<file path="config.mk">
export PLATFORM = sky130hd
export DESIGN_NAME = cumulative_inner_divisor_sum_core
export DESIGN_NICKNAME = d
export VERILOG_FILES = /design/src/sv/cids_pkg.sv /design/src/sv/cids_div.sv /design/src/sv/cids_mac.sv /design/src/sv/cumulative_inner_divisor_sum_core.sv
export SDC_FILE = /design/constraint.sdc
export NUM_CORES = 1
export LEC_CHECK = 0
export ABC_AREA = 1
export BUFFER_PORTS_ARGS = -buffer_cell sky130_fd_sc_hd__buf_2
export CORE_MARGIN = 10
export CORE_UTILIZATION = 54
export DETAILED_ROUTE_END_ITERATION = 6
export PLACE_DENSITY = 0.68
export RECOVER_POWER = 50
export SYNTH_ARGS = -nofsm -noshare
export SYNTH_HDL_FRONTEND = slang
export SYNTH_SLANG_ARGS = --single-unit
</file>
<file path="constraint.sdc">
create_clock -name clk -period 7.21 [get_ports clk]
set_input_delay 0 -clock clk [delete_from_list [all_inputs] [get_ports clk]]
set_output_delay 0 -clock clk [all_outputs]
set_load 0.03 [all_outputs]
</file>
<file path="src/sv/cids_pkg.sv">
// Package for the cumulative inner divisor sum core.
// Holds the result width and the status record of the serial units.
// No dependencies.
package cids_pkg;

	localparam int TOTAL_W = 63;

	typedef struct packed {
		logic busy;
		logic done;
	} cids_unit_stat_t;

endpackage

</file>
<file path="src/sv/cids_div.sv">
// Restoring bit-serial divider, one quotient bit per cycle.
// Depends on cids_pkg.
module cids_div
	import cids_pkg::*;
#(
	parameter int NW = 31,
	parameter int DW = 17
) (
	input  logic            clk,
	input  logic            arst_n,
	input  logic            start,
	input  logic [NW-1:0]   dividend,
	input  logic [DW-1:0]   divisor,
	output cids_unit_stat_t stat,
	output logic [NW-1:0]   quotient
);

	localparam int CW = (NW > 1) ? $clog2(NW) : 1;

	logic          busy_q;
	logic [CW-1:0] cnt_q;
	logic [NW-1:0] quo_q;
	logic [DW-1:0] rem_q;
	logic [DW-1:0] dsr_q;
	logic [DW:0]   shifted;
	logic [DW+1:0] trial;
	logic          fit;

	assign shifted = {rem_q, quo_q[NW-1]};
	assign trial   = {1'b0, shifted} - {2'b00, dsr_q};
	assign fit     = ~trial[DW+1];

	always_ff @(posedge clk or negedge arst_n) begin
		if (!arst_n) begin
			busy_q <= 1'b0;
			cnt_q  <= '0;
		end else if (start) begin
			busy_q <= 1'b1;
			cnt_q  <= '0;
		end else if (busy_q) begin
			cnt_q <= cnt_q + CW'(1);
			if (cnt_q == CW'(NW - 1)) begin
				busy_q <= 1'b0;
			end
		end
	end

	always_ff @(posedge clk) begin
		if (start) begin
			quo_q <= dividend;
			rem_q <= '0;
			dsr_q <= divisor;
		end else if (busy_q) begin
			quo_q <= {quo_q[NW-2:0], fit};
			rem_q <= fit ? trial[DW-1:0] : shifted[DW-1:0];
		end
	end

	assign stat.busy = busy_q;
	assign stat.done = busy_q && (cnt_q == CW'(NW - 1));
	assign quotient  = quo_q;

endmodule

</file>
<file path="src/sv/cids_mac.sv">
// Bit-serial shift-add multiplier with running sum.
// Per request adds (d*(3i+j) + i + j)/2 with d = j - i. Depends on cids_pkg.
module cids_mac
	import cids_pkg::*;
#(
	parameter int NW = 31,
	parameter int IW = 17
) (
	input  logic               clk,
	input  logic               arst_n,
	input  logic               clear,
	input  logic               start,
	input  logic [IW-1:0]      i_val,
	input  logic [NW-1:0]      j_val,
	output cids_unit_stat_t    stat,
	output logic [TOTAL_W-1:0] acc
);

	localparam int PW = 2 * NW + 1;

	logic               busy_q;
	logic [PW-1:0]      mcand_q;
	logic [NW-1:0]      mplier_q;
	logic [PW-1:0]      prod_q;
	logic [TOTAL_W-1:0] acc_q;
	logic               last;

	assign last = busy_q && (mplier_q == '0);

	always_ff @(posedge clk or negedge arst_n) begin
		if (!arst_n) begin
			busy_q <= 1'b0;
			acc_q  <= '0;
		end else begin
			if (start) begin
				busy_q <= 1'b1;
			end else if (last) begin
				busy_q <= 1'b0;
			end
			if (clear) begin
				acc_q <= '0;
			end else if (last) begin
				acc_q <= acc_q + TOTAL_W'(prod_q >> 1);
			end
		end
	end

	always_ff @(posedge clk) begin
		if (start) begin
			mcand_q  <= PW'({i_val, 1'b0}) + PW'(i_val) + PW'(j_val);
			mplier_q <= j_val - NW'(i_val);
			prod_q   <= PW'(i_val) + PW'(j_val);
		end else if (busy_q && !last) begin
			if (mplier_q[0]) begin
				prod_q <= prod_q + mcand_q;
			end
			mcand_q  <= {mcand_q[PW-2:0], 1'b0};
			mplier_q <= {1'b0, mplier_q[NW-1:1]};
		end
	end

	assign stat.busy = busy_q;
	assign stat.done = last;
	assign acc       = acc_q;

endmodule

</file>
<file path="src/sv/cumulative_inner_divisor_sum_core.sv">
// Cumulative inner divisor sum core: for bound n returns the sum over
// k = 2..n of the divisors of k other than 1 and k.
// Depends on cids_pkg, cids_div, cids_mac.
//
// Usage: the request channel (in_valid, in_stall, upper_bound) takes one
// bound; the result channel (out_valid, out_stall, total) returns one sum.
// in_stall stays high while a request is being worked on.
// Pass i runs while i*i <= n; the serial divider forms n/i and the serial
// multiplier folds in the term for i while the divider already works on
// i+1. The divider sets the pace. For n below 4 no pass runs.
// One request at a time.
// The result sits in an output register; a stalled result holds and the
// core waits with the next finished sum until it is taken, while a new
// request is accepted as soon as the sum is in the output register.
// Reset (arst_n low) drops out_valid and returns the core to idle.
module cumulative_inner_divisor_sum_core
	import cids_pkg::*;
#(
	parameter int BOUND_WIDTH = 31
) (
	input  logic                   clk,
	input  logic                   arst_n,
	input  logic                   in_valid,
	output logic                   in_stall,
	input  logic [BOUND_WIDTH-1:0] upper_bound,
	output logic                   out_valid,
	input  logic                   out_stall,
	output logic [TOTAL_W-1:0]     total
);

	localparam int IW = (BOUND_WIDTH + 1) / 2 + 1;
	localparam int SW = 2 * IW;

	localparam logic ST_IDLE = 1'b0;
	localparam logic ST_RUN  = 1'b1;

	logic                   st_q;
	logic [BOUND_WIDTH-1:0] n_q;
	logic [IW-1:0]          i_q;
	logic [SW-1:0]          sq_q;
	logic [IW-1:0]          div_i_q;
	logic                   dfull_q;
	logic                   out_valid_q;
	logic [TOTAL_W-1:0]     total_q;

	logic                   in_accept;
	logic                   run;
	logic                   more;
	logic                   div_start;
	logic                   mac_start;
	logic                   finish;
	cids_unit_stat_t        dstat;
	cids_unit_stat_t        mstat;
	logic [BOUND_WIDTH-1:0] quo;
	logic [TOTAL_W-1:0]     macc;

	assign run       = (st_q == ST_RUN);
	assign in_accept = in_valid && (st_q == ST_IDLE);
	assign more      = (sq_q <= SW'(n_q));
	assign div_start = run && more && !dstat.busy && !dfull_q;
	assign mac_start = run && dfull_q && !mstat.busy;
	assign finish    = run && !more && !dstat.busy && !dfull_q && !mstat.busy &&
		(!out_valid_q || !out_stall);

	cids_div #(
		.NW(BOUND_WIDTH),
		.DW(IW)
	) u_div (
		.clk      (clk),
		.arst_n   (arst_n),
		.start    (div_start),
		.dividend (n_q),
		.divisor  (i_q),
		.stat     (dstat),
		.quotient (quo)
	);

	cids_mac #(
		.NW(BOUND_WIDTH),
		.IW(IW)
	) u_mac (
		.clk    (clk),
		.arst_n (arst_n),
		.clear  (in_accept),
		.start  (mac_start),
		.i_val  (div_i_q),
		.j_val  (quo),
		.stat   (mstat),
		.acc    (macc)
	);

	always_ff @(posedge clk or negedge arst_n) begin
		if (!arst_n) begin
			st_q        <= ST_IDLE;
			dfull_q     <= 1'b0;
			out_valid_q <= 1'b0;
		end else begin
			unique case (st_q)
				ST_IDLE: begin
					if (in_valid) begin
						st_q <= ST_RUN;
					end
				end
				ST_RUN: begin
					if (finish) begin
						st_q <= ST_IDLE;
					end
				end
				default: begin
					st_q <= ST_IDLE;
				end
			endcase
			if (dstat.done) begin
				dfull_q <= 1'b1;
			end else if (mac_start) begin
				dfull_q <= 1'b0;
			end
			if (finish) begin
				out_valid_q <= 1'b1;
			end else if (!out_stall) begin
				out_valid_q <= 1'b0;
			end
		end
	end

	always_ff @(posedge clk) begin
		if (in_accept) begin
			n_q  <= upper_bound;
			i_q  <= IW'(2);
			sq_q <= SW'(4);
		end else if (div_start) begin
			div_i_q <= i_q;
			i_q     <= i_q + IW'(1);
			sq_q    <= sq_q + SW'({i_q, 1'b0}) + SW'(1);
		end
		if (finish) begin
			total_q <= macc;
		end
	end

	assign in_stall  = (st_q != ST_IDLE);
	assign out_valid = out_valid_q;
	assign total     = total_q;

`ifndef SYNTHESIS
	a_sq_track: assert property (@(posedge clk) disable iff (!arst_n)
		run |-> (sq_q == SW'(SW'(i_q) * SW'(i_q))))
		else $error("square tracker out of step with i");

	a_div_slot: assert property (@(posedge clk) disable iff (!arst_n)
		dstat.busy |-> !dfull_q)
		else $error("divider running while its quotient is unconsumed");

	a_acc_clear: assert property (@(posedge clk) disable iff (!arst_n)
		in_accept |=> (macc == '0))
		else $error("accumulator not cleared on new request");

	a_finish: assert property (@(posedge clk) disable iff (!arst_n)
		finish |=> (st_q == ST_IDLE) && out_valid_q && (total_q == $past(macc)))
		else $error("finished sum not loaded into output register");
`endif

endmodule
</file>
Word-level counts from Yosys, hierarchy flattened:

Cells that the tools add are included.

* input port bits: 35
* register bits: 457
* logic and storage cells: 92

* eq/ne operators: 2
* magnitude comparators: 1
* bitwise gates (word level): 3
* add/sub/neg operators: 11
* reductions and logical operators: 31
* muxes and demuxes: 26

Operator list (number)
* $mux 63: 7
* $mux 31: 4
* $add 63x31->63: 1
* $add 63x62->63: 1
* $add 63x63->63: 1
* $add 34x1->34 const B: 1
* $add 34x18->34: 1
* $le 34x31->1: 1
* $add 17x31->32: 1
* $logic_not 31->1: 1
* $sub 31x17->31: 1
* $add 18x17->19: 1
* $sub 18x17->19: 1
* $add 17x1->17 const B: 1
* $mux 17: 1
* $logic_and 1x1->1: 14
* $reduce_bool 2->1: 6
* $mux 1: 11
* $mux 5: 2
* $logic_not 1->1: 7
* $add 5x1->5 const B: 1
* $eq 5x5->1 const B: 1
* $reduce_and 2->1: 2
* $not 1->1: 3
* 3 further kinds: 3

Longest topological paths before layout:

* depth in word-level cells: 9
* depth in mapped cells: 23
* depth with buffers taken out: 23

Hierarchy:

A second synthesis with hierarchy kept.

* cells, all modules: 5464
* area, all modules: 36647.6 um^2

Modules (own cells, without submodules)
* cids_mac: cells each 3931, area an instance 23968.0 um^2, times used 1, sequential area each 6316.1 um^2
* cumulative_inner_divisor_sum_core: cells each 1006, area an instance 8567.0 um^2, times used 1, sequential area each 4429.2 um^2
* cids_div: cells each 527, area an instance 4112.7 um^2, times used 1, sequential area each 1931.9 um^2

Least setup slack after synthesis:

No wires, ideal clock.

* kind: flip-flop to flip-flop
* start: register st_q, in the netlist in_stall
* end: register u_mac.prod_q[0] (enable)
* period minus slack after synthesis: 5.458 ns
* cell stages (with the launch flop): 9
* slack: 1.752 ns
* arrival: 5.032 ns
* cells stage by stage: dfrtp_1 -> inv_1 -> nor2_1 -> inv_1 -> nor2_1 -> inv_2 -> clkbuf_1 -> nand2_1 -> o21a_1

* longest elaborated chain between the ends: 4

RTL lines
* start, declared: RTL line cumulative_inner_divisor_sum_core.sv:37 `logic st_q;`
* start signal, assigned: RTL line cumulative_inner_divisor_sum_core.sv:94 `st_q <= ST_IDLE;`
* start signal, assigned: RTL line cumulative_inner_divisor_sum_core.sv:101 `st_q <= ST_RUN;`
* start signal, assigned: RTL line cumulative_inner_divisor_sum_core.sv:106 `st_q <= ST_IDLE;`
* $logic_and 1x1->1 (*) (2 in a row): RTL line cumulative_inner_divisor_sum_core.sv:61 `assign mac_start = run && dfull_q && !mstat.busy;`
* $reduce_bool 2->1 (no line)
* $reduce_and 2->1 (no line) (*)
* end signal, assigned: RTL line cids_mac.sv:52 `prod_q <= PW'(i_val) + PW'(j_val);`
* end signal, assigned: RTL line cids_mac.sv:55 `prod_q <= prod_q + mcand_q;`
* end, declared: RTL line cids_mac.sv:24 `logic [PW-1:0] prod_q;`

Every way passes the cells marked *; elsewhere a longest branch is shown, timed or not.
A chain may end at the register's enable or synchronous reset.

Worst setup path in the final report:

* start: register st_q, in the netlist in_stall
* end: register u_mac.prod_q[46] (enable)

The elaborated chain is that of the path after synthesis.

==> metrics.log <==
INFO  metric internal-power = 7.83 mW
INFO  metric max_clock_freq = 0.187 GHz
INFO  metric share_clk_of_total_power = 0.189
INFO  metric grt_max_degree = 89
INFO  metric gpl.final_weighted_congestion = 1.02
INFO  metric max_slew_margin = -1.58
INFO  metric cts_max_path_buffers = 3
INFO  metric p_leak = 18.9 nW
INFO  metric synthToLayoutAreaGrowth = 9.49%
INFO  metric place_area = 36800 µm²
INFO  metric fp.coreArea = 64700 µm²
INFO  metric asyncSetResetFlopFracSynth = 0.160
INFO  metric routed-via-count = 34569
INFO  metric place.detailed.hpwl = 97500 µm
INFO  metric worst_hold_path.num_cells = 2
INFO  metric clock_skew = 15.3 ps
INFO  metric grt_util_met2 = 0.525
INFO  metric cts_bufs_inserted = 53
INFO  metric die_x_extent = 276 µm
INFO  metric cts_sinks = 457
INFO  metric hold_path.startpoint = upper_bound[8]
INFO  metric cp_slowest_cell = nor2_1
INFO  metric finalMaxSlewViolations = 287
INFO  metric drtIter0Drc = 2848
INFO  metric synth.yosys.seq_area_share = 0.357
INFO  metric synth.ff_latch_count = 457
INFO  metric net-switching-power = 7.39 mW
INFO  metric worstPathRequired = 7470 ps
INFO  metric timing_worst_slew_pin_value = 3870 ps
INFO  metric violations = capacitance limit, slew limit
INFO  metric avgRoutedWirePerCell = 19.7 µm
INFO  metric gr-max-usage-layer = met2
INFO  metric diodes = 0
INFO  metric crit_arrival = 5610 ps
INFO  metric final_hold_viol_count = 0
INFO  metric path_cells = inv_1 -> nor2_1 -> inv_1 -> nor2_1 -> clkinv_2 -> nand2_4 -> o21a_2 -> buf_4
INFO  metric run_status = complete, but fails checks
INFO  metric hp-class = in -> reg
INFO  metric route.detailed.drc = 0
INFO  metric initial_utilization = 0.548
INFO  metric n_fill_cell = 6310
INFO  metric setup.worst_path.end_class = flip-flop
INFO  metric ios = 100
INFO  metric clk_pin_slew_worst_paths = 60 ps
INFO  metric grtUsageTotal = 0.308
INFO  metric p_per_area = 392 nW/µm²
INFO  metric power_frac_comb = 0.526
INFO  metric cts_tree = done
INFO  metric finish.net_count = 5590
INFO  metric period_share = 0.743
INFO  metric postSynth.topFlopCell = edfxtp_1
INFO  metric setup.worst_path.class = reg -> reg
INFO  metric numPortBuffers = 99
INFO  metric report.final.setup_viol = 0
INFO  metric number_of_synthesized_flops_with_an_enable_pin = 316
INFO  metric power.sequential.fraction = 0.285
INFO  metric worst_path_largest_cell_delay = 1220 ps
INFO  metric flop_to_flop_setup_slack = 1860 ps
INFO  metric viasPerCell = 5.59
INFO  metric power.ir.vdd_worst = 272 µV
INFO  metric die_height = 276 µm
INFO  metric synthesis.area = 35500 µm²
INFO  metric synthesis.area_per_instance = 6.87 µm²
INFO  metric post_route_cells_drive_above_1_share = 0.0332
INFO  metric synth_warnings = 0
INFO  metric grt_pass1_vias = 32916
INFO  metric detail_route_antenna_nets = 0
INFO  metric clock_latency = 630 ps
INFO  metric critPathBufInv = 4
INFO  metric worst_hold_path.endpoint = n_q[8]
INFO  metric root_buffer_cell = clkbuf_16
INFO  metric clock_tree.htree_level_count = 2
INFO  metric critical_path.reg2reg.endpoint = u_mac.prod_q[46]
INFO  metric grt_setup_unrepaired = false
INFO  metric die-area = 76300 µm²
INFO  metric detailedRoute.firstPassIterationCount = 6
INFO  metric switching_share = 0.485
INFO  metric setup-tns-final = 0 ps
INFO  metric finalWirelength = 122000 µm
INFO  metric setup.worst_path.start_class = flip-flop
INFO  metric period_needed = 5350 ps
INFO  metric synthesis.instances = 5162
INFO  metric synth_cell_types = 52
INFO  metric worstRegToRegCells = 8
INFO  metric synthesis.nets = 5468
INFO  metric global_route_overflow = 0
INFO  metric grt_antenna_before_repair = 1
INFO  metric design_area = 38800 µm²
INFO  metric path_max_fanout = 32
INFO  metric grt_use_met1 = 0.370
INFO  metric grt_util_met3 = 0.0350
INFO  metric grt_pass1_wl = 186000 µm
INFO  metric reg2reg_from = in_stall
INFO  metric drv_cap = 5
INFO  metric timing.critical_path.max_delay_family = simple AND/OR/NAND/NOR gates
INFO  metric cp.depth = 8
INFO  metric std_cell_rows = 93
==> layout make-up <==
class	count	area, µm²	share of cell area
Clock buffer	67	1530	0.0393
Sequential cell	457	12700	0.326
Tap cell	855	1070	0.0275
Clock inverter	33	352	0.00905
Inverter	737	2770	0.0713
Multi-Input combinational cell	3875	19500	0.503
Timing Repair Buffer	160	892	0.0230
==> per-layer routing <==
layer  part of all wire  up-vias
met4              0.067        0
met2               0.47     1314
met5                  0        -
met1               0.40    15868
li1                   -    17063
met3              0.063      324
==> cells by family after synthesis <==
kind of cell	after synthesis	synth area share
AO/OA/AOI/OAI	746	0.112
adder cells (fa/ha/maj)	271	0.0973
AND/OR/NAND/NOR	2761	0.318
multiplexers	1	0.000282
flip-flops	457	0.357
XOR/XNOR	96	0.0237
buffers and inverters	830	0.0920
==> placed cells by master, fill, tap and decap left out, drive strengths merged, types with 3 or more instances in the layout <==
cell type    synthesis  layout
nand2             1623    1623
inv                737     740
nor2               602     602
a21oi              361     361
nand3              360     360
edfxtp             316     316
o21ai              299     299
ha                 263     263
clkbuf              35     155
dfrtp               73      73
dfxtp               68      68
nand4               61      61
nor3                57      57
xor2                52      52
xnor2               44      44
buf                 58      38
dlygate4sd3          0      34
o21bai              29      29
clkinv               0      22
a31oi               20      20
a21o                16      16
nor4                16      16
nand3b              14      14
or2                 14      14
and2                 9       9
o21a                 9       9
fa                   8       8
bufinv               0       5
a21boi               4       4
clkinvlp             0       3
==> worst register-to-register path, stage by stage (launching register included) <==
cell and delay, ps:
dfrtp_1 420, inv_1 110, nor2_1 140, inv_1 70, nor2_1 1220, clkinv_2 970
nand2_4 650, o21a_2 800, buf_4 570
==> through the flow <==
stage / utilization / instances / total power [mW] / setup slack (ps) / hold slack [ps]
after global placement: 0.568 / 6050 / 12.1 / 3110 / -141
final: 0.600 / 6184 / 15.2 / 1860 / 84.7
after CTS: 0.603 / 6184 / 15.1 / 3030 / 54.8
after global routing: 0.600 / 6184 / 16.3 / 1410 / 79.3
after floorplan: - / 5162 / 9.69 / 1750 / -296
after detailed placement: 0.568 / 6050 / 12.1 / 3040 / -140
==> synth_stat cells, types with 8 or more instances <==
cell      number  area share
xor2_1        52       0.013
o21ai_0      257       0.036
nor4_1        15      0.0026
buf_6          9      0.0029
buf_4          9      0.0019
or2_2         14      0.0025
xnor2_1       44       0.011
a21oi_1      359       0.051
nand3_1      359       0.051
nor2_1       598       0.063
a31oi_1       20      0.0035
ha_1         263       0.093
nand3b_1      14      0.0030
clkbuf_1      33      0.0035
nand4_1       60       0.011
and2_1         9      0.0016
buf_2         35      0.0049
fa_1           8      0.0045
dfxtp_1       68       0.038
o21a_1         9      0.0019
edfxtp_1     316        0.27
nor3_1        54      0.0076
dfrtp_1       73       0.052
a21o_1        16      0.0034
o21ai_1       36      0.0051
inv_1        730       0.077
o21bai_1      29      0.0061
nand2_1     1620        0.17
==> flip-flops by register name, summed over array words and instances, names as in the netlist, 31 cells and up <==
register,flops
u_div.quotient,31
u_mac.mcand_q,63
u_mac.mplier_q,31
total,63
u_mac.acc,63
n_q,31
sq_q,34
u_mac.prod_q,63
==> power by group through the flow <==
stage	Clock (mW)	Combinational (mW)	Sequential, mW
6_report	2.88	8.01	4.33
2_1_floorplan	0	5.64	4.05
3_3_place_gp	0	7.73	4.34
3_5_place_dp	0	7.79	4.35
5_1_grt	3.02	8.87	4.38
4_1_cts	2.91	7.84	4.31
==> repair_timing <==
action,4_1_cts,5_1_grt
hold buffers,34,0
resized for setup,0,0
buffers inserted,0,0
hold endpoints to repair,107,0
==> worst max path at each step <==
stage / startpoint / end / slack [ps]
after floorplan: in_stall / u_mac.prod_q[0] / 1750
after global placement: in_stall / u_mac.prod_q[57] / 3110
after detailed placement: in_stall / u_mac.prod_q[61] / 3040
after CTS: in_stall / u_mac.prod_q[46] / 3030
after global routing: in_stall / u_mac.prod_q[46] / 1410
final: in_stall / u_mac.prod_q[46] / 1860
Power figures use the tool's default switching activity.
